<file path="config.mk">
export PLATFORM = sky130hd
export DESIGN_NAME = emg_tdf_merge_flat
export DESIGN_NICKNAME = d
export VERILOG_FILES = /design/src/hw/rtl/emg_time_domain_features_core_assert.svh /design/src/hw/rtl/emg_tdf_pkg.sv /design/src/hw/rtl/emg_tdf_if.sv /design/src/hw/rtl/emg_tdf_merge.sv /design/src/flat_wrapper.sv
export SDC_FILE = /design/constraint.sdc
export NUM_CORES = 1
export LEC_CHECK = 0
export BUFFER_PORTS_ARGS = -buffer_cell sky130_fd_sc_hd__clkbuf_2
export CORE_AREA = 5 5 154 156
export DETAILED_ROUTE_END_ITERATION = 12
export DIE_AREA = 0 0 159 161
export GPL_TIMING_DRIVEN = 0
export SETUP_SLACK_MARGIN = 0.4
export SYNTH_ARGS = -nofsm -noshare
export SYNTH_HDL_FRONTEND = slang
export SYNTH_SLANG_ARGS = --single-unit
</file>
<file path="constraint.sdc">
create_clock -name clk -period 6.2 [get_ports clk]
set_clock_uncertainty 0.05 [all_clocks]
set_input_delay 1.24 -clock clk [delete_from_list [all_inputs] [get_ports clk]]
set_output_delay 1.24 -clock clk [all_outputs]
set_load 0.03 [all_outputs]
</file>
<file path="src/hw/rtl/emg_time_domain_features_core_assert.svh">
// Assertion macros shared by the feature extractor RTL.
`ifndef EMG_TIME_DOMAIN_FEATURES_CORE_ASSERT_SVH
`define EMG_TIME_DOMAIN_FEATURES_CORE_ASSERT_SVH

// Consequent must hold in the cycle after the antecedent.
`define EMG_ASSERT_NEXT(lbl, clk, rst, ante, cons) \
  lbl: assert property (@(posedge clk) disable iff (rst) (ante) |=> (cons)) \
    else $error("next-cycle check failed");

// Consequent must hold in the same cycle as the antecedent.
`define EMG_ASSERT_SAME(lbl, clk, rst, ante, cons) \
  lbl: assert property (@(posedge clk) disable iff (rst) (ante) |-> (cons)) \
    else $error("same-cycle check failed");

`endif

</file>
<file path="src/hw/rtl/emg_tdf_pkg.sv">
// Shared constants and types of the EMG time-domain feature extractor.
package emg_tdf_pkg;

  localparam int CHANNELS   = 4;
  localparam int MAX_WINDOW = 4096;
  localparam int MIN_WINDOW = 3;

  localparam int SAMPLE_W   = 24;
  localparam int POS_W      = 12;
  localparam int WIN_W      = 13;
  localparam int SUM_W      = 36;
  localparam int LEN_W      = 37;
  localparam int CNT_W      = 12;
  localparam int THR_W      = 23;
  localparam int QUO_W      = 24;
  localparam int RATE_W     = 16;
  localparam int CH_W       = 2;
  localparam int ITER_W     = 5;
  localparam int CFG_IDX_W  = 2;
  localparam int CFG_DATA_W = 23;

  // Configuration register indexes.
  localparam logic [CFG_IDX_W-1:0] REG_WINDOW_LENGTH  = 2'd0;
  localparam logic [CFG_IDX_W-1:0] REG_DEAD_ZONE      = 2'd1;
  localparam logic [CFG_IDX_W-1:0] REG_TURN_THRESHOLD = 2'd2;

  // Register reset values.
  localparam logic [WIN_W-1:0] WINDOW_RESET    = 13'd150;
  localparam logic [THR_W-1:0] DEAD_ZONE_RESET = 23'd210;
  localparam logic [THR_W-1:0] THRESHOLD_RESET = 23'd1258;

  // Per-cycle control that the sequencer sends to every lane.
  typedef struct packed {
    logic accept;
    logic pair_en;
    logic turn_en;
    logic load;
    logic step;
  } lane_ctrl_t;

  // Window features that one lane hands to the merge stage.
  typedef struct packed {
    logic [SAMPLE_W-1:0] mean;
    logic [QUO_W-1:0]    length;
    logic [RATE_W-1:0]   crossing;
    logic [RATE_W-1:0]   turn;
  } lane_result_t;

endpackage

</file>
<file path="src/hw/rtl/emg_tdf_if.sv">


interface emg_tdf_out_if;
  import emg_tdf_pkg::*;
  logic                       valid;
  logic                       ready;
  logic [CH_W-1:0]            channel;
  logic signed [SAMPLE_W-1:0] mean_value;
  logic [QUO_W-1:0]           length_rate;
  logic [RATE_W-1:0]          crossing_rate;
  logic [RATE_W-1:0]          turn_rate;
  logic                       last;
  modport source (output valid, channel, mean_value, length_rate, crossing_rate,
                  turn_rate, last, input ready);
  modport sink (input valid, channel, mean_value, length_rate, crossing_rate,
                turn_rate, last, output ready);
endinterface

</file>
<file path="src/hw/rtl/emg_tdf_merge.sv">
// Merge stage: sends the lane results out one channel at a time.
module emg_tdf_merge (
  input  logic                                               clk,
  input  logic                                               rst,
  input  logic                                               start,
  input  emg_tdf_pkg::lane_result_t [emg_tdf_pkg::CHANNELS-1:0] results,
  output logic                                               done,
  emg_tdf_out_if.source                                      features
);
  import emg_tdf_pkg::*;

  localparam logic [CH_W-1:0] LAST_CH = CH_W'(CHANNELS - 1);

  logic            busy;
  logic [CH_W-1:0] idx;
  logic            load;

  // A result moves into the output register when it is empty or being drained.
  assign load = busy && (!features.valid || features.ready);
  assign done = load && (idx == LAST_CH);

  // Output register and channel sequencing.
  always_ff @(posedge clk) begin
    if (rst) begin
      busy           <= 1'b0;
      idx            <= '0;
      features.valid <= 1'b0;
    end else begin
      if (start) begin
        busy <= 1'b1;
        idx  <= '0;
      end else if (load) begin
        idx <= idx + 1'b1;
        if (idx == LAST_CH) busy <= 1'b0;
      end
      if (load) begin
        features.valid <= 1'b1;
      end else if (features.ready) begin
        features.valid <= 1'b0;
      end
    end
  end

  // Payload of the output register.
  always_ff @(posedge clk) begin
    if (load) begin
      features.channel       <= idx;
      features.mean_value    <= results[idx].mean;
      features.length_rate   <= results[idx].length;
      features.crossing_rate <= results[idx].crossing;
      features.turn_rate     <= results[idx].turn;
      features.last          <= (idx == LAST_CH);
    end
  end

endmodule

</file>
<file path="src/flat_wrapper.sv">
// flat-port wrapper written by rule: the top's interface ports become plain ports
module emg_tdf_merge_flat import emg_tdf_pkg::*;
  (clk, rst, start, results, done, features_valid, features_channel, features_mean_value, features_length_rate, features_crossing_rate, features_turn_rate, features_last, features_ready);
  emg_tdf_out_if features_i ();
  input  logic clk;
  input  logic rst;
  input  logic start;
  input  emg_tdf_pkg::lane_result_t [emg_tdf_pkg::CHANNELS-1:0] results;
  output logic done;
  output wire logic [$bits(features_i.valid)-1:0] features_valid;
  output wire logic [$bits(features_i.channel)-1:0] features_channel;
  output wire logic [$bits(features_i.mean_value)-1:0] features_mean_value;
  output wire logic [$bits(features_i.length_rate)-1:0] features_length_rate;
  output wire logic [$bits(features_i.crossing_rate)-1:0] features_crossing_rate;
  output wire logic [$bits(features_i.turn_rate)-1:0] features_turn_rate;
  output wire logic [$bits(features_i.last)-1:0] features_last;
  input wire logic [$bits(features_i.ready)-1:0] features_ready;
  assign features_valid = features_i.valid;
  assign features_channel = features_i.channel;
  assign features_mean_value = features_i.mean_value;
  assign features_length_rate = features_i.length_rate;
  assign features_crossing_rate = features_i.crossing_rate;
  assign features_turn_rate = features_i.turn_rate;
  assign features_last = features_i.last;
  assign features_i.ready = features_ready;
  emg_tdf_merge u_core (.clk(clk), .rst(rst), .start(start), .results(results), .done(done), .features(features_i));
endmodule
</file>
[Word level (Yosys, flattened, before mapping)]
Index checks and enable logic that the tools add are counted.
Cells by class
  $lt $le $gt $ge: 1
  mux-type cells: 7
  reduce and logical (&&, ||, !) cells: 9
  add/sub/neg operators: 1
  equality and inequality tests: 1
Operator list (number)
  $bmux W80 S2: 1
  $mux W80: 1
  $reduce_bool A2 Y1: 3
  $mux W1: 5
  $lt A2 B3 Y1 const B: 1
  $add A2 B1 Y2 const B: 1
  $eq A2 B2 Y1 const B: 1
  $logic_and A1 B1 Y1: 2
  $reduce_and A2 Y1: 1
  $reduce_or A2 Y1: 1
  $logic_not A1 Y1: 1
  $logic_or A1 B1 Y1: 1
Word-level totals
  bits in registers: 87
  output and inout port bits: 85

[Depth between registers and ports, before layout]
  word-level depth: 5
  depth in mapped cells: 4
  gate-level depth less buffers: 3

[Least setup slack after synthesis]
Ideal clock, no wire load.
  kind: in2reg
  start: input features_ready
  end: register u_core.features.channel[0] (enable)
  required time: 5.625 ns
  stages on the path: 2
  arrival time: 4.761 ns
  buffers on the path: 0
  path slack: 0.864 ns
  cell sequence: nor2b_1 > nor2_1
Between the ends
  word-level cells in the longest chain between the ends: 2
RTL lines
  start, declared: line flat_wrapper.sv:17  | input wire logic [$bits(features_i.ready)-1:0] features_ready;
  $logic_or A1 B1 Y1: line emg_tdf_merge.sv:19  | assign load = busy && (!features.valid || features.ready);
  $logic_and A1 B1 Y1: line emg_tdf_merge.sv:19
  net u_core.load: line emg_tdf_merge.sv:16  | logic load;
  end signal, assigned: line emg_tdf_merge.sv:47  | features.channel <= idx;
  end, declared: line emg_tdf_if.sv:13  | modport source (output valid, channel, mean_value, length_rate, crossing_rate,
The timed path passes the listed nets, and every way through them passes these cells.
A chain may end at the register's enable or synchronous reset.

[Worst setup path after layout]
  start: input features_ready
  end: output done
Between the ends
  word-level cells in the longest chain between the ends: 3
RTL lines
  $logic_or A1 B1 Y1: line emg_tdf_merge.sv:19
  $logic_and A1 B1 Y1: line emg_tdf_merge.sv:19
  $logic_and A1 B1 Y1: line emg_tdf_merge.sv:20  | assign done = load && (idx == LAST_CH);
  end, declared: line flat_wrapper.sv:9  | output logic done;
Every way passes these cells.

==> impl_results.md <==
- Inst Count DP: just under 900
- Largest net degree at the start of global routing: 34
- WP data required: 4.91 ns
- Mean Syn Cell Area: 22.93 sq um
- N_diodes: 0
- Total wire length: approximately 18000 um
- Vias in the first global route: roughly 4400
- Overflow after GRT: 0
- Via density: ~4.4
- Rows: 55
- Min-delay src: u_core.idx[0]
- Crit. End Element: output pin
- IR drop worst, VDD: 0.09821 mV
- CTS Buf Count: 9
- Layout area overhead: 59.11%
- Core Area: 0.02223 sq mm
- Distinct cells, synth: 20
- Worst skew pair latency: 0.34 ns
- Cell count of the worst hold path: 0
- Io pins: ~410
- Synth Flop Type: edfxtp_1
- Post-Place Cell Area: 0.007033 sq mm
- R2r setup slk: 4.24 ns
- Fin. Hold Viols: 0
- Routed WL per cell: ~20 um
- Post-synthesis async set-or-reset flop share: 0
- DRT iter0 DRCs: about 170
- Final Non-Filler Cells: 911
- Status: completed
- PD cells: 210.7 mW/mm^2
- FILL cells: 2238
- Initial Util: 0.2064
- Synth area leaders: edfxtp_1 (54%), mux4_2 (39%), dfxtp_1 (1.7%)
- Hpwl dp: 15620 um
- Worst-margin pin slew: around 0.7 ns
- Die Area: 0.02560 sq mm
- FF-to-FF path depth: 3
- Slew margin rel.: 0.5333
- Via count: 3994
- Fin crit share: 0.5146
- GP Congestion: 0.9286
- Hold buffers post-CTS: 0
- Setup bufs post-CTS: 0
- Max clock buf depth: 2
- Max Cap Viol: 0
- Fin area: 0.007298 sq mm
- Hold Crit Class: reg -> reg
- Initial antenna violation count: 0
- Worst-case hold path end point: u_core.features.channel[0]
- Setup ws final: 3.009 ns
- Seq/Total Area, Yosys: 0.5608
- Most frequent cells after synthesis: edfxtp_1 (83), mux4_2 (80), buf_4 (7), clkbuf_1 (5)
- Final setup viols: 0
- Max FO, Critical Path: 4
- Final min period: 3.191 ns
- DIE WIDTH: 159 um
- DR pass1 iterations: 4
- DRC: 0
- Post-synth EDFFs: between 80 and 90
- Worst EP arrival: 1.90 ns
- Layout cells sized above 1: 0.8275
- PostCTS Resize Cnt: 0
- Synth Register Bits: 87
- Synth area leader: edfxtp_1
- Nets: 946
- Reg2reg end: u_core.features.turn_rate[13]
- Port bufs: 408
- H-tree depth: 3
- CP Class: in -> out
- CTS root buf: clkbuf_16
- First-pass GRT wire length: around 27000 um
- Mapped Cells: 200
- Fmax: approximately 310 MHz
- Synthesized Nets: approximately 530
- Slew Viols, Final: 0
- Post-route ant nets: 0
- Yosys warns: 0
- Most common cell in the netlist: edfxtp_1
- Clk sinks: 87
- Pre-CTS setup slack: 3.013 ns
- Critical Path Start Type: primary input
- Area share of the leading cell type in the synthesized netlist: 0.5434
- CTS tree: built
- GRT Total Usage: 0.1378
- Chip Height: 161 um
- LEAKAGE: 3.182 nW
- Synthesized cell area: between 0.004 and 0.005 sq mm
- Worst R2R Start: u_core.idx[1]
- Register clock-pin slew on the reported worst setup and hold paths: 0.07 ns
- RSZ-0062 raised after global routing: false
[state kept, by name, indices dropped and copies added (netlist names)]
| name | flops |
|---|---|
| u_core.busy | 1 |
| u_core.features.length_rate | 24 |
| u_core.features.mean_value | 24 |
| u_core.features.channel | 2 |
| u_core.features.crossing_rate | 16 |
| u_core.features.valid | 1 |
| u_core.features.turn_rate | 16 |
| u_core.features.last | 1 |
| u_core.idx | 2 |
[worst max path at each step]
stage | startpoint | endpoint | depth (start not counted)
floorplan | features_ready | u_core.features.channel[0] | 2
global placement | features_ready | u_core.features.length_rate[9] | 3
detailed placement | features_ready | done | 4
CTS | features_ready | done | 4
global route | features_ready | done | 4
finish | features_ready | done | 4
[report_power, final]
group | switching, mW | internal, mW
registers | 0.0110 | 0.692
clock network | 0.237 | 0.268
logic | 0.167 | 0.162
total | 0.416 | 1.12
[worst max-delay path: stages]
cell,delay (ns)
clkbuf_2,0.09
nand2b_1,0.18
and3_1,0.20
clkbuf_2,0.19
[stage by stage]
step	hold slack, ns	power [mW]	utilization	setup TNS, ns
2_1_floorplan	0.3788	0.8875	-	0
3_3_place_gp	0.4224	1.047	0.3143	-91.38
3_5_place_dp	0.4258	1.051	0.3164	0
4_1_cts	0.4421	1.571	0.3283	0
5_1_grt	0.4588	1.617	0.3283	0
6_report	0.4411	1.538	0.3283	0
[routing by layer]
layer | part of all wire | vias to the layer above | track usage
met2 | 0.51 | 221 | 0.2322
met5 | 0 | - | 0
met4 | 0.023 | 0 | 0.05196
met1 | 0.39 | 1988 | 0.1693
met3 | 0.077 | 20 | 0.03802
li1 | - | 1765 | -
[placed cells by master, fill, tap and decap left out]
cell type,instances
buf_6,1
buf_8,1
nand2b_1,1
clkinv_1,3
nor2b_1,1
buf_12,2
or3_1,1
buf_4,7
clkinv_4,1
clkbuf_16,9
a211oi_1,2
dfxtp_1,4
o21ba_2,1
inv_1,1
clkinv_2,1
buf_2,4
edfxtp_1,83
nor2_4,1
a21oi_1,2
clkbuf_1,5
and3_1,1
nand3_1,1
o21ai_0,2
clkbuf_2,408
clkinvlp_4,2
mux4_2,80
ha_1,1
[cell type report]
type | instances | area, sq um | area share
flip-flops and latches | 87 | 2572 | 0.3525
inverters | 1 | 3.754 | 0.0005143
well taps | 285 | 356.6 | 0.04886
plain buffers | 18 | 117.6 | 0.01612
multi-input cells | 94 | 1901 | 0.2604
clock buffers | 9 | 225.2 | 0.03086
repair buffers | 410 | 2082 | 0.2853
clock inverters | 7 | 40.04 | 0.005486
[cells by family after synthesis]
logic type / synth area share
and+or+nand+nor: 0.007367
adders and majority gates: 0.002727
DFF: 0.5608
muxes: 0.3928
buffers and inverters: 0.02646
AOI/OAI and AO/OA: 0.009819
No activity file was read; power rests on OpenSTA's default activity.
