--- config.mk ---
export PLATFORM = sky130hd
export DESIGN_NAME = emg_tdf_lane
export DESIGN_NICKNAME = d
export VERILOG_FILES = /design/src/hw/rtl/emg_time_domain_features_core_assert.svh /design/src/hw/rtl/emg_tdf_pkg.sv /design/src/hw/rtl/emg_tdf_lane.sv
export SDC_FILE = /design/constraint.sdc
export NUM_CORES = 1
export LEC_CHECK = 0
export BUFFER_PORTS_ARGS = -buffer_cell sky130_fd_sc_hd__buf_2
export CAP_MARGIN = 20
export CORE_MARGIN = 2
export CORE_UTILIZATION = 35
export CTS_CLUSTER_SIZE = 8
export DETAILED_ROUTE_END_ITERATION = 10
export PLACE_DENSITY = 0.53
export REMOVE_ABC_BUFFERS = 1
export SETUP_SLACK_MARGIN = 0.02
export SYNTH_ARGS = -nofsm -noshare
export SYNTH_HDL_FRONTEND = slang
export SYNTH_SLANG_ARGS = --single-unit
--- constraint.sdc ---
create_clock -name clk -period 18 [get_ports clk]
set_input_delay 3.6 -clock clk [delete_from_list [all_inputs] [get_ports clk]]
set_output_delay 3.6 -clock clk [all_outputs]
set_load 0.05 [all_outputs]
--- src/hw/rtl/emg_time_domain_features_core_assert.svh ---
// Assertion macros shared by the feature extractor RTL.
`ifndef EMG_TIME_DOMAIN_FEATURES_CORE_ASSERT_SVH
`define EMG_TIME_DOMAIN_FEATURES_CORE_ASSERT_SVH

// Consequent must hold in the cycle after the antecedent.
`define EMG_ASSERT_NEXT(lbl, clk, rst, ante, cons) \
  lbl: assert property (@(posedge clk) disable iff (rst) (ante) |=> (cons)) \
    else $error("next-cycle check failed");

// Consequent must hold in the same cycle as the antecedent.
`define EMG_ASSERT_SAME(lbl, clk, rst, ante, cons) \
  lbl: assert property (@(posedge clk) disable iff (rst) (ante) |-> (cons)) \
    else $error("same-cycle check failed");

`endif

--- src/hw/rtl/emg_tdf_pkg.sv ---
// Shared constants and types of the EMG time-domain feature extractor.
package emg_tdf_pkg;

  localparam int CHANNELS   = 4;
  localparam int MAX_WINDOW = 4096;
  localparam int MIN_WINDOW = 3;

  localparam int SAMPLE_W   = 24;
  localparam int POS_W      = 12;
  localparam int WIN_W      = 13;
  localparam int SUM_W      = 36;
  localparam int LEN_W      = 37;
  localparam int CNT_W      = 12;
  localparam int THR_W      = 23;
  localparam int QUO_W      = 24;
  localparam int RATE_W     = 16;
  localparam int CH_W       = 2;
  localparam int ITER_W     = 5;
  localparam int CFG_IDX_W  = 2;
  localparam int CFG_DATA_W = 23;

  // Configuration register indexes.
  localparam logic [CFG_IDX_W-1:0] REG_WINDOW_LENGTH  = 2'd0;
  localparam logic [CFG_IDX_W-1:0] REG_DEAD_ZONE      = 2'd1;
  localparam logic [CFG_IDX_W-1:0] REG_TURN_THRESHOLD = 2'd2;

  // Register reset values.
  localparam logic [WIN_W-1:0] WINDOW_RESET    = 13'd150;
  localparam logic [THR_W-1:0] DEAD_ZONE_RESET = 23'd210;
  localparam logic [THR_W-1:0] THRESHOLD_RESET = 23'd1258;

  // Per-cycle control that the sequencer sends to every lane.
  typedef struct packed {
    logic accept;
    logic pair_en;
    logic turn_en;
    logic load;
    logic step;
  } lane_ctrl_t;

  // Window features that one lane hands to the merge stage.
  typedef struct packed {
    logic [SAMPLE_W-1:0] mean;
    logic [QUO_W-1:0]    length;
    logic [RATE_W-1:0]   crossing;
    logic [RATE_W-1:0]   turn;
  } lane_result_t;

endpackage

--- src/hw/rtl/emg_tdf_lane.sv ---
// One channel lane: window accumulators and four bit-serial dividers.
module emg_tdf_lane (
  input  logic                                 clk,
  input  logic                                 rst,
  input  emg_tdf_pkg::lane_ctrl_t              ctrl,
  input  logic signed [emg_tdf_pkg::SAMPLE_W-1:0] sample,
  input  logic [emg_tdf_pkg::THR_W-1:0]        dead_zone,
  input  logic [emg_tdf_pkg::THR_W-1:0]        turn_threshold,
  input  logic [emg_tdf_pkg::WIN_W-1:0]        divisor,
  output emg_tdf_pkg::lane_result_t            result
);
  import emg_tdf_pkg::*;

  localparam int NQ = 4;

  logic signed [SAMPLE_W-1:0] previous_sample;
  logic signed [SAMPLE_W-1:0] older_sample;
  logic signed [SUM_W-1:0]    sample_sum;
  logic [LEN_W-1:0]           length_total;
  logic [CNT_W-1:0]           crossing_count;
  logic [CNT_W-1:0]           turn_count;
  logic                       mean_neg;

  logic [WIN_W-1:0] rem [NQ];
  logic [QUO_W-1:0] quo [NQ];

  logic signed [SAMPLE_W:0] x_ext, a_ext, o_ext, dz_s, diff_ax, diff_ao;
  logic [SAMPLE_W-1:0]      abs_ax, abs_ao;
  logic                     opposite, both_dead, extremum, big_step;
  logic [SUM_W-1:0]         sum_mag;
  logic [LEN_W-1:0]         dividend [NQ];
  logic [QUO_W-1:0]         mean_mag;

  // Sample comparisons for crossings, length and turns.
  always_comb begin
    x_ext     = {sample[SAMPLE_W-1], sample};
    a_ext     = {previous_sample[SAMPLE_W-1], previous_sample};
    o_ext     = {older_sample[SAMPLE_W-1], older_sample};
    dz_s      = $signed({2'b00, dead_zone});
    diff_ax   = a_ext - x_ext;
    diff_ao   = a_ext - o_ext;
    abs_ax    = diff_ax[SAMPLE_W] ? SAMPLE_W'(-diff_ax) : diff_ax[SAMPLE_W-1:0];
    abs_ao    = diff_ao[SAMPLE_W] ? SAMPLE_W'(-diff_ao) : diff_ao[SAMPLE_W-1:0];
    opposite  = (a_ext > 0 && x_ext < 0) || (a_ext < 0 && x_ext > 0);
    both_dead = (a_ext > -dz_s) && (a_ext < dz_s) && (x_ext > -dz_s) && (x_ext < dz_s);
    extremum  = (a_ext > o_ext && a_ext > x_ext) || (a_ext < o_ext && a_ext < x_ext);
    big_step  = (abs_ao > {1'b0, turn_threshold}) || (abs_ax > {1'b0, turn_threshold});
  end

  // Dividends; every quotient fits in QUO_W bits, so the top bits start below the divisor.
  always_comb begin
    sum_mag     = sample_sum[SUM_W-1] ? SUM_W'(-sample_sum) : SUM_W'(sample_sum);
    dividend[0] = {1'b0, sum_mag};
    dividend[1] = length_total;
    dividend[2] = {9'd0, crossing_count, 16'd0};
    dividend[3] = {9'd0, turn_count, 16'd0};
  end

  // Window accumulators, cleared when their contents move into the dividers.
  always_ff @(posedge clk) begin
    if (rst || ctrl.load) begin
      previous_sample <= '0;
      older_sample    <= '0;
      sample_sum      <= '0;
      length_total    <= '0;
      crossing_count  <= '0;
      turn_count      <= '0;
    end else if (ctrl.accept) begin
      sample_sum <= sample_sum + SUM_W'(sample);
      if (ctrl.pair_en) begin
        length_total <= length_total + LEN_W'(abs_ax);
        if (opposite && !both_dead) crossing_count <= crossing_count + 1'b1;
      end
      if (ctrl.turn_en && extremum && big_step) turn_count <= turn_count + 1'b1;
      older_sample    <= previous_sample;
      previous_sample <= sample;
    end
  end

  // Restoring division, one quotient bit per step for all four features.
  always_ff @(posedge clk) begin
    logic [WIN_W:0] trial;
    logic           ge;
    if (ctrl.load) begin
      mean_neg <= sample_sum[SUM_W-1];
    end
    for (int k = 0; k < NQ; k++) begin
      trial = {rem[k], quo[k][QUO_W-1]};
      ge    = trial >= {1'b0, divisor};
      if (ctrl.load) begin
        rem[k] <= dividend[k][LEN_W-1:QUO_W];
        quo[k] <= dividend[k][QUO_W-1:0];
      end else if (ctrl.step) begin
        rem[k] <= ge ? WIN_W'(trial - {1'b0, divisor}) : trial[WIN_W-1:0];
        quo[k] <= {quo[k][QUO_W-2:0], ge};
      end
    end
  end

  // Restore the sign of the mean.
  always_comb begin
    mean_mag        = quo[0];
    result.mean     = mean_neg ? SAMPLE_W'(-mean_mag) : mean_mag;
    result.length   = quo[1];
    result.crossing = quo[2][RATE_W-1:0];
    result.turn     = quo[3][RATE_W-1:0];
  end

endmodule

Word-level counts from Yosys, hierarchy flattened
Memories as Yosys holds them, arrays and structs flattened.
Index checks and enable logic that the tools add are counted.

word-level totals
  register bits = 146
  bits in writable memories = 148
  output and inout bits = 80
  memories kept = 2

memories
  name  words  bits a word  rd ports  clocked after memory_dff  wr ports  line                source
  quo   4      24           4         0                         4         emg_tdf_lane.sv:25  logic [QUO_W-1:0] quo [NQ];
  rem   4      13           4         0                         4         emg_tdf_lane.sv:24  logic [WIN_W-1:0] rem [NQ];

operators by class
  add/sub/neg operators = 15
  magnitude comparators = 18
  muxes and demuxes = 21
  bitwise operators = 8
  reduce and logical (&&, ||, !) cells = 18

operators with widths
  cell                                                                           number
  24-bit 2-to-1 mux                                                              7
  13-bit 2-to-1 mux                                                              8
  24-bit less-than comparator                                                    4
  24-bit negator                                                                 3
  14-bit by 13-bit greater-or-equal comparator with 1-bit output                 4
  13-bit subtractor                                                              4
  24-bit by 25-bit > comparator with 1-bit output                                2
  24-bit by 24-bit subtractor with 25-bit output                                 2
  24-bit by 1-bit > comparator with 1-bit output, second input constant          2
  24-bit by 23-bit > comparator with 1-bit output                                2
  24-bit > comparator                                                            2
  24-bit by 1-bit less-than comparator with 1-bit output, second input constant  2
  37-bit by 24-bit adder with 37-bit output                                      1
  36-bit by 24-bit adder with 36-bit output                                      1
  36-bit 2-to-1 mux                                                              1
  36-bit negator                                                                 1
  23-bit negator with 25-bit output                                              1
  12-bit by 1-bit adder with 12-bit output, second input constant                2
  1-bit logical AND                                                              10
  1-bit OR                                                                       8
  1-bit 2-to-1 mux                                                               5
  1-bit logical OR                                                               4
  2-bit AND reduction                                                            2
  3-bit AND reduction                                                            1
  1-bit zero test                                                                1

Longest topological paths before layout
Gate-level depths: netlist of run 1.

  depth after elaboration = 8
  depth in mapped cells = 26
  gate-level depth less buffers = 25

Worst setup path after synthesis of run 1
Ideal clock, no wire load.

  path type = in2reg
  from = input sample[0] (netlist bit)
  to = register length_total[24]
  library setup time = 0.121 ns
  arrival time = 8.742 ns
  required time = 17.879 ns
  setup slack = 9.137 ns
  stages = 25
  buffers on the path = 1
  cell sequence = ha_1 fa_1 and2b_4 o211a_1 o311a_4 nor3_1 o41ai_2 nand2b_1 a32oi_1 clkbuf_1 nor2_1 a21oi_1 fa_1 a21o_1 a21oi_1 o21bai_1 a21oi_1 o211ai_1 nand2_1 a21oi_1 a311o_1 nand2_1 a21oi_1 mux2i_1 nand2_1

between the ends
  word-level cells in the longest chain between the ends = 4

RTL lines
  element                                             line                source
  start, declared                                     emg_tdf_lane.sv:6   input logic signed [emg_tdf_pkg::SAMPLE_W-1:0] sample,
  24-bit by 24-bit subtractor with 25-bit output (*)  emg_tdf_lane.sv:40  diff_ax = a_ext - x_ext;
  24-bit negator                                      emg_tdf_lane.sv:42  abs_ax = diff_ax[SAMPLE_W] ? SAMPLE_W'(-diff_ax) : diff_ax[SAMPLE_W-1:0];
  24-bit 2-to-1 mux (*)                               emg_tdf_lane.sv:42
  37-bit by 24-bit adder with 37-bit output (*)       emg_tdf_lane.sv:71  length_total <= length_total + LEN_W'(abs_ax);
  end signal, assigned                                emg_tdf_lane.sv:71
  end, declared                                       emg_tdf_lane.sv:19  logic [LEN_W-1:0] length_total;

Mark *: on every way between the ends. The rest lies on a longest branch, timed or not.
A chain may end at the register's enable or synchronous reset.

Final worst setup path of run 1
  from = input sample[0] (netlist bit)
  to = register turn_count[2]

between the ends
  word-level cells in the longest chain between the ends = 7

RTL lines
  element                                          line                source
  24-bit by 24-bit subtractor with 25-bit output   emg_tdf_lane.sv:40
  24-bit negator                                   emg_tdf_lane.sv:42
  24-bit 2-to-1 mux                                emg_tdf_lane.sv:42
  24-bit by 23-bit > comparator with 1-bit output  emg_tdf_lane.sv:47  big_step = (abs_ao > {1'b0, turn_threshold}) || (abs_ax > {1'b0, turn_threshold});
  1-bit logical OR                                 emg_tdf_lane.sv:47
  1-bit logical AND (*)                            emg_tdf_lane.sv:74  if (ctrl.turn_en && extremum && big_step) turn_count <= turn_count + 1'b1;
  2-bit AND reduction (no source line) (*)         --
  end signal, assigned                             emg_tdf_lane.sv:74
  end, declared                                    emg_tdf_lane.sv:21  logic [CNT_W-1:0] turn_count;

Marks and branches as above.

==> results of run 1 <==
## logic make-up (layout without fill, tap and decap cells)
family / Yosys count / count (layout)
AO/OA/AOI/OAI: 735 / 735
XOR/XNOR: 242 / 242
adder cells (fa/ha/maj): 315 / 315
buffers and inverters: 329 / 457
flip-flops: 294 / 294
multiplexers: 112 / 112
other: 0 / 3
AND/OR/NAND/NOR: 1092 / 1092
## routing by layer
layer  share of wire [%]  global-route usage, %  vias to the layer above
met4                 2.0                  4.515                        6
li1                    -                      -                    11436
met1                  49                  25.99                    10312
met5               0.050                      0                        -
met3                 3.3                  2.286                       83
met2                  46                  30.67                      343
## power groups by stage
| stage | clock [mW] | sequential (mW) | combinational (mW) |
|---|---|---|---|
| after global routing | 0.856 | 0.795 | 0.912 |
| final | 0.802 | 0.789 | 0.817 |
| after detailed placement | 0 | 0.803 | 0.814 |
| after global placement | 0 | 0.802 | 0.815 |
| after CTS | 0.831 | 0.789 | 0.819 |
| after floorplan | 0 | 0.826 | 0.584 |
## synthesized netlist by cell type, types with 25 or more instances
cell / instances
nand2_1: 362
ha_1: 307
nor2_1: 265
a21oi_1: 213
inv_1: 194
xnor2_1: 169
edfxtp_1: 149
o21ai_0: 146
dfxtp_1: 145
mux2i_1: 111
a21o_1: 92
clkbuf_1: 83
xor2_1: 71
nor3_1: 65
nand4_1: 55
and2_1: 47
nor2b_1: 46
nand3_1: 44
nor4_1: 44
o21a_1: 38
and3_1: 33
buf_4: 33
a211oi_1: 32
or3_1: 27
nand2b_1: 26
o31ai_1: 25
## state kept, by name, indices dropped and copies added (netlist names)
| signal | count |
|---|---|
| crossing_count | 12 |
| length_total | 37 |
| mean_neg | 1 |
| older_sample | 24 |
| previous_sample | 24 |
| quo | 96 |
| rem | 52 |
| sample_sum | 36 |
| turn_count | 12 |
## cells in the final DEF (no fill, tap or decap), types with 55 or more instances in the layout
cell	instances
xor2_1	71
nor3_1	65
inv_1	194
a21o_1	92
nor2_1	264
o21ai_0	146
mux2i_1	111
a21oi_1	213
nand4_1	55
buf_2	168
xnor2_1	169
nand2_1	362
edfxtp_1	149
dfxtp_1	145
ha_1	307
## stage by stage
| stage | instances | worst slack [ns] |
|---|---|---|
| 5_1_grt | 4217 | 8.416 |
| 6_report | 4219 | 8.956 |
| 2_1_floorplan | 2985 | 8.693 |
| 4_1_cts | 4216 | 8.854 |
| 3_5_place_dp | 4136 | 8.246 |
| 3_3_place_gp | 4136 | 8.351 |
## how the worst min path moves through the flow
stage                     cells past startpoint                 end               start  slack [ns]
after floorplan                               2  crossing_count[11]  crossing_count[11]        0.44
final                                         2     length_total[0]     length_total[0]        0.48
after global placement                        2  crossing_count[11]  crossing_count[11]        0.46
after global routing                          2     length_total[0]     length_total[0]        0.50
after CTS                                     2  crossing_count[11]  crossing_count[11]        0.48
after detailed placement                      2  crossing_count[11]  crossing_count[11]        0.48
## worst register-to-register path, delay by kind of cell, from the launching register on
kind / cells / cell delay [ns]
AO/OA/AOI/OAI: 12 / 2.33
buffers and inverters: 1 / 0.17
flip-flops: 1 / 0.51
XOR/XNOR: 1 / 0.22
AND/OR/NAND/NOR: 8 / 2.28
adder cells (fa/ha/maj): 2 / 0.75
## final cells by class
cell class                 instances  area [sq um]  area share [%]
sequential                       294          7377           25.43
inverter                         195         732.0           2.523
timing repair buffer             182         945.9           3.261
multi-input combinational       2496         17400           60.00
clock inverter                     7         118.9          0.4098
antenna                            3         7.507         0.02588
clock buffer                      73          1210           4.171
tap                              969          1212           4.180
==> flow_metrics.env, run 1 <==
export IMPL_avgRoutedWirePerCell_um=17.39
export IMPL_critPathTopFamily="compound AO/OA/AOI/OAI gates"
export IMPL_synth_compound_area_share_pct=18.46
export IMPL_ctsRootBufferMaster="clkbuf_16"
export IMPL_total_power_mw=2.408
export IMPL_path_depth=25
export IMPL_dpl_hpwl_um=56930
export IMPL_syn_to_final_growth_pct=11.11
export IMPL_path_class="in2reg"
export IMPL_cp_start_kind="primary input"
export IMPL_cts_resized=0
export IMPL_p_clk_share_pct=33.3
export IMPL_r2r_worst_path_cells=24
export IMPL_worst_endpoint_required_ns=18.47
export IMPL_postSynth_asyncResetShare_pct=0
export IMPL_p_switching_mw=0.8688
export IMPL_max_freq_mhz=110.6
export IMPL_ir_worst_vdd_mv=0.07013
export IMPL_final_period_utilization_pct=50.24
export IMPL_path_common_cell="a21oi_1"
export IMPL_synthDominantCellAreaShare_pct=17.14
export IMPL_final_cell_area_sq_mm=0.02901
export IMPL_num_fill_cells=7701
export IMPL_dr_pass1_iters=5
export IMPL_htreeDepth=2
export IMPL_hold_violations=0
export IMPL_wl_um=73370
export IMPL_fin_skew_ns=0.01894
export IMPL_cts_tree="done"
export IMPL_syn_inst=3119
export IMPL_die_y_um=277.1
export IMPL_r2r_start="previous_sample[1]"
export IMPL_muxShareOfSynthArea_pct=4.299
export IMPL_syn_cell_area_sq_mm=0.02611
export IMPL_synth_edf_count=149
export IMPL_num_vias=22180
export IMPL_hold_buffers=0
export IMPL_crit_start="sample[0]"
export IMPL_power_density_mw_per_mm2=83.00
export IMPL_first_iter_violations=1322
export IMPL_drv_cap=0
export IMPL_cp_slowest_cell="nor4b_1"
export IMPL_ys_seq_elements=294
export IMPL_numCtsBuffers=44
export IMPL_tns_ns=0
export IMPL_crit_fanout=10
export IMPL_cp_arrival_ns=9.52
export IMPL_postPlaceCellArea_sq_mm=0.02767
export IMPL_clk_pin_slew_ns=0.05
export IMPL_avgSynthCellArea_sq_um=8.370
export IMPL_synth_xor_area_share_pct=8.220
export IMPL_core_rowCount=100
export IMPL_fin_nets=3618
export IMPL_grt_max_degree=106
export IMPL_start_util_pct=35.19
export IMPL_maxSlewViolCount=0
export IMPL_first_global_vias=20754
export IMPL_pwr_share_seq_pct=32.8
export IMPL_yosys_warnings=0
export IMPL_drive_above_1_share_pct=8.685
export IMPL_maxSlewHeadroom_pct=30.61
export IMPL_vias_per_cell=5.257
export IMPL_grt_pass1_wl_um=116000
export IMPL_synth_largest_area_cell="edfxtp_1"
export IMPL_port_buffer_count=169
export IMPL_drc=0
export IMPL_clock_latency_ns=0.59
export IMPL_combPwrFrac_pct=33.9
export IMPL_antenna_found_initial=5
export IMPL_p_sw_share_pct=36.09
export IMPL_ys_types=95
export IMPL_worst_slew_pin_slew_ns=1.041
export IMPL_synthTopCellsByArea="edfxtp_1, ha_1, dfxtp_1"
export IMPL_numClockSinks=294
export IMPL_place_gp_congestion=0.8585
export IMPL_p_int_mw=1.539
export IMPL_track_usage_pct=18.67
export IMPL_path_buf_inv=1
export IMPL_synth_top_family_by_area="simple AND/OR/NAND/NOR gates"
export IMPL_synth_fa_ha_area_share_pct=15.33
export IMPL_r2r_setup_slack_ns=11.61
export IMPL_endpoint_kind="flop"
export IMPL_grt_setup_unrepaired="no"
export IMPL_num_io_pins=170
export IMPL_max_stage_delay_ns=0.85
export IMPL_synth_simple_area_share_pct=20.20
export IMPL_crit_end="turn_count[2]"
export IMPL_hold_class="reg2reg"
export IMPL_synth_main_ff_cell="edfxtp_1"
export IMPL_status="finished, final reports clean"
export IMPL_fin_hold_ws_ns=0.4803
export IMPL_leakagePower_nw=12.97
export IMPL_period_minus_slack_ns=9.044
export IMPL_final_util_pct=39.09
export IMPL_die_area_sq_mm=0.07679
export IMPL_setup_violations_final=0
export IMPL_core_sq_mm=0.07420
export IMPL_postCtsSetupRepairBufs=0
export IMPL_drtAntennaViolNets=0
export IMPL_grt_ovfl_total=0
export IMPL_clk_path_buf_depth=3
export IMPL_ys_seq_area_share_pct=28.26
export IMPL_regToRegEndpoint="turn_count[2]"
export IMPL_dieWidth_um=277.1
Note: power is estimated with default switching activity, not from simulation.
==> run 2: changes to the inputs <==
Settings changed: PLACE_DENSITY 0.53 to 0.55.
Clock period 18 ns to 7.35 ns, I/O delays scaled along.
==> flow_metrics.env, run 2 (synthesized netlist as in run 1, its figures left out) <==
export IMPL_status="finished, final reports clean"
export IMPL_worst_endpoint_required_ns=7.80
export IMPL_cp_start_kind="primary input"
export IMPL_num_io_pins=170
export IMPL_drtAntennaViolNets=0
export IMPL_worst_slew_pin_slew_ns=0.9676
export IMPL_p_switching_mw=2.143
export IMPL_final_cell_area_sq_mm=0.02921
export IMPL_core_sq_mm=0.07420
export IMPL_postPlaceCellArea_sq_mm=0.02786
export IMPL_largestRegisters="quo: 96 flops, rem: 52 flops, length_total: 37 flops"
export IMPL_p_sw_share_pct=36.10
export IMPL_dpl_hpwl_um=58150
export IMPL_final_util_pct=39.37
export IMPL_final_cell_mix="nand2_1, ha_1, nor2_1"
export IMPL_first_global_vias=21306
export IMPL_dp_cells=4160
export IMPL_p_int_mw=3.794
export IMPL_final_setup_worst_slack_ns=0.6538
export IMPL_hold_class="reg2reg"
export IMPL_r2r_start="previous_sample[1]"
export IMPL_core_rowCount=100
export IMPL_tns_ns=0
export IMPL_whs_path_depth=2
export IMPL_hold_violations=0
export IMPL_pre_cts_slack_ns=0.09842
export IMPL_track_usage_pct=19.09
export IMPL_first_iter_violations=1432
export IMPL_hold_buffers=0
export IMPL_clock_latency_ns=0.59
export IMPL_numCtsBuffers=44
export IMPL_setup_violations_final=0
export IMPL_grt_setup_unrepaired="no"
export IMPL_p_clk_share_pct=33.4
export IMPL_combPwrFrac_pct=34.0
export IMPL_dr_pass1_iters=5
export IMPL_cp_arrival_ns=7.15
export IMPL_maxSlewHeadroom_pct=35.49
export IMPL_maxSlewViolCount=0
export IMPL_die_area_sq_mm=0.07679
export IMPL_clk_path_buf_depth=3
export IMPL_dieWidth_um=277.1
export IMPL_port_buffer_count=169
export IMPL_total_power_mw=5.938
export IMPL_syn_to_final_growth_pct=11.88
export IMPL_path_class="in2reg"
export IMPL_grt_pass1_wl_um=118500
export IMPL_num_vias=22497
export IMPL_max_freq_mhz=149.3
export IMPL_fin_skew_ns=0.02915
export IMPL_power_density_mw_per_mm2=203.3
export IMPL_wl_um=74650
export IMPL_leakagePower_nw=13.10
export IMPL_avgRoutedWirePerCell_um=17.60
export IMPL_hold_start="crossing_count[11]"
export IMPL_final_common_cell="nand2_1"
export IMPL_grt_max_degree=77
export IMPL_largest_register_ffs=96
export IMPL_clk_pin_slew_ns=0.05
export IMPL_antenna_found_initial=6
export IMPL_drv_cap=0
export IMPL_endpoint_kind="flop"
export IMPL_place_gp_congestion=0.8754
export IMPL_grt_ovfl_total=0
export IMPL_top_register="quo"
export IMPL_ctsRootBufferMaster="clkbuf_16"
export IMPL_hold_path_endpoint="crossing_count[11]"
export IMPL_fin_nets=3643
export IMPL_fin_hold_ws_ns=0.4819
export IMPL_drive_above_1_share_pct=9.447
export IMPL_vias_per_cell=5.303
export IMPL_crit_fanout=17
export IMPL_r2r_worst_path_cells=24
export IMPL_drc=0
export IMPL_cts_resized=0
export IMPL_htreeDepth=2
export IMPL_ir_worst_vdd_mv=0.1302
export IMPL_numClockSinks=294
export IMPL_final_period_utilization_pct=91.10
export IMPL_cts_tree="done"
export IMPL_regToRegEndpoint="turn_count[2]"
export IMPL_die_y_um=277.1
export IMPL_start_util_pct=35.19
export IMPL_final_cells=4242
export IMPL_r2r_setup_slack_ns=1.06
export IMPL_pwr_share_seq_pct=32.5
export IMPL_period_minus_slack_ns=6.696
export IMPL_postCtsSetupRepairBufs=0
run 2: worst max path at each step:
stage	from	end	slack, ns	depth (start not counted)
after floorplan	sample[0]	length_total[24]	0.17	23
after global placement	sample[0]	length_total[36]	0.13	26
after detailed placement	sample[0]	length_total[26]	0.1	26
after CTS	sample[0]	length_total[32]	0.69	26
after global routing	sample[0]	length_total[30]	0.18	26
final	sample[0]	length_total[32]	0.65	26
run 2: power groups by stage:
stage                     combinational (mW)  sequential (mW)  clock, mW
after floorplan                         1.43             2.02          0
after global placement                  2.01             1.97          0
after detailed placement                2.01             1.97          0
after CTS                               2.03             1.93       2.05
after global routing                    2.26             1.95       2.10
final                                   2.02             1.93       1.98
run 2: final cells by class:
class / count / area [sq um]
Multi-Input combinational cell: 2496 / 17400
Inverter: 195 / 732.0
Clock buffer: 74 / 1234
Antenna cell: 2 / 5.005
Clock inverter: 5 / 83.83
Sequential cell: 294 / 7377
Fill cell: 7686 / 44990
Timing Repair Buffer: 207 / 1166
Tap cell: 969 / 1212
run 2: worst max-delay path, stage by stage:
cell      delay, ns
buf_2          0.14
ha_1           0.23
fa_1           0.39
and2b_4        0.28
o211a_1        0.22
o311a_4        0.23
nor3_1         0.08
o41ai_2        0.51
nand2b_1       0.10
a32oi_1        0.19
buf_4          0.26
nor2_1         0.06
a21oi_1        0.29
fa_1           0.28
a21o_1         0.14
a21oi_1        0.09
o21bai_1       0.13
a21oi_1        0.10
o211ai_1       0.17
nand2_1        0.11
a21oi_1        0.23
a311o_1        0.23
nand2_1        0.09
a21oi_1        0.75
mux2i_1        0.27
nand2_1        0.06
run 2: layer usage:
layer	vias to the layer above	part of all wire [%]	track usage [%]
met2	406	46	31.82
li1	11485	-	-
met4	8	2.4	5.017
met5	-	0.076	0
met3	118	4.4	2.818
met1	10480	47	25.74
==> run 3: changes to the inputs <==
Settings changed: CTS_BUF_LIST from default to sky130_fd_sc_hd__clkbuf_8.
==> flow_metrics.env, run 3 (synthesized netlist as in run 1, its figures left out) <==
export IMPL_wl_um=74900
export IMPL_top_register="quo"
export IMPL_clk_path_buf_depth=3
export IMPL_cp_start_kind="primary input"
export IMPL_combPwrFrac_pct=35.1
export IMPL_syn_to_final_growth_pct=11.61
export IMPL_drive_above_1_share_pct=10.36
export IMPL_final_util_pct=39.27
export IMPL_dpl_hpwl_um=58150
export IMPL_max_stage_delay_ns=0.75
export IMPL_cts_resized=0
export IMPL_cp_arrival_ns=7.17
export IMPL_grt_setup_unrepaired="no"
export IMPL_p_int_mw=3.623
export IMPL_clock_latency_ns=0.71
export IMPL_fin_nets=3657
export IMPL_core_rowCount=100
export IMPL_largestRegisters="quo: 96 flops, rem: 52 flops, length_total: 37 flops"
export IMPL_grt_ovfl_total=0
export IMPL_hold_violations=0
export IMPL_setup_violations_final=0
export IMPL_drv_cap=0
export IMPL_ctsRootBufferMaster="clkbuf_8"
export IMPL_first_global_vias=21513
export IMPL_p_clk_share_pct=31.4
export IMPL_ir_worst_vdd_mv=0.1159
export IMPL_htreeDepth=2
export IMPL_die_area_sq_mm=0.07679
export IMPL_first_iter_violations=1274
export IMPL_whs_path_depth=2
export IMPL_grt_max_degree=77
export IMPL_critPathTopFamily="compound AO/OA/AOI/OAI gates"
export IMPL_core_sq_mm=0.07420
export IMPL_worst_slew_pin_slew_ns=0.9678
export IMPL_tns_ns=0
export IMPL_place_gp_congestion=0.8754
export IMPL_cp_slowest_cell="a21oi_1"
export IMPL_path_class="in2reg"
export IMPL_maxSlewViolCount=0
export IMPL_leakagePower_nw=13.16
export IMPL_status="finished, final reports clean"
export IMPL_hold_class="reg2reg"
export IMPL_final_period_utilization_pct=89.82
export IMPL_track_usage_pct=19.11
export IMPL_crit_fanout=17
export IMPL_num_io_pins=170
export IMPL_postCtsSetupRepairBufs=0
export IMPL_path_common_cell="a21oi_1"
export IMPL_clk_pin_slew_ns=0.06
export IMPL_final_cell_mix="nand2_1, ha_1, nor2_1"
export IMPL_p_switching_mw=2.146
export IMPL_antenna_found_initial=7
export IMPL_dr_pass1_iters=5
export IMPL_path_depth=26
export IMPL_power_density_mw_per_mm2=198.0
export IMPL_largest_register_ffs=96
export IMPL_endpoint_kind="flop"
export IMPL_avgRoutedWirePerCell_um=17.52
export IMPL_drtAntennaViolNets=0
export IMPL_worst_endpoint_required_ns=7.92
export IMPL_path_buf_inv=2
export IMPL_port_buffer_count=169
export IMPL_max_freq_mhz=151.5
export IMPL_cts_tree="done"
export IMPL_fin_skew_ns=0.05250
export IMPL_hold_buffers=0
export IMPL_maxSlewHeadroom_pct=35.48
export IMPL_r2r_worst_path_cells=25
export IMPL_num_vias=22464
export IMPL_start_util_pct=35.19
export IMPL_p_sw_share_pct=37.20
export IMPL_die_y_um=277.1
export IMPL_period_minus_slack_ns=6.602
export IMPL_drc=0
export IMPL_final_common_cell="nand2_1"
export IMPL_dieWidth_um=277.1
export IMPL_numCtsBuffers=58
export IMPL_numClockSinks=294
export IMPL_vias_per_cell=5.255
export IMPL_pwr_share_seq_pct=33.5
export IMPL_grt_pass1_wl_um=118900
[run 3: area by class of cell]
class,count,area (sq um)
timing repair buffer,207,1166
inverter,195,732.0
clock inverter,44,332.8
multi-input combinational,2496,17400
sequential,294,7377
antenna,4,10.01
tap,969,1212
fill,7715,45060
clock buffer,66,908.4
[run 3: power by group through the flow]
stage                     logic, mW  clock network, mW  registers [mW]
after floorplan                1.43                  0            2.02
after global placement         2.01                  0            1.97
after detailed placement       2.01                  0            1.97
after CTS                      2.03               1.88            1.93
after global routing           2.26               1.94            1.95
final                          2.02               1.81            1.93
[run 3: final timing paths]
kind | slack (ns) | end | from
max | 0.75 | length_total[26] | sample[0]
min | 0.48 | crossing_count[11] | crossing_count[11]
max reg2reg | 1.06 | turn_count[2] | previous_sample[1]
min reg2reg | 0.48 | crossing_count[11] | crossing_count[11]
[run 3: stage by stage]
stage / power [mW] / worst slack (ns) / cell area, sq um / hold slack, ns / instances
after floorplan: 3.453 / 0.1735 / 25470 / 0.4436 / 2985
final: 5.769 / 0.7479 / 29140 / 0.4805 / 4275
after CTS: 5.836 / 0.8119 / 29100 / 0.4811 / 4270
after detailed placement: 3.981 / 0.09842 / 27860 / 0.4733 / 4160
after global routing: 6.139 / 0.3243 / 29130 / 0.5006 / 4273
after global placement: 3.975 / 0.1326 / 27860 / 0.4613 / 4160
[run 3: tightest hold or removal path, cell delays in order, from the launching register on]
cell and delay [ns]:
dfxtp_1 0.32, nand2_1 0.06, mux2i_1 0.05
[run 3: per-layer routing]
layer | routed length (um) | share of wire [%] | track usage, %
met3 | 2926 | 3.9 | 2.582
met5 | 45 | 0.060 | 0
met4 | 1564 | 2.1 | 4.836
met2 | 34600 | 46 | 32.35
met1 | 35760 | 48 | 25.58
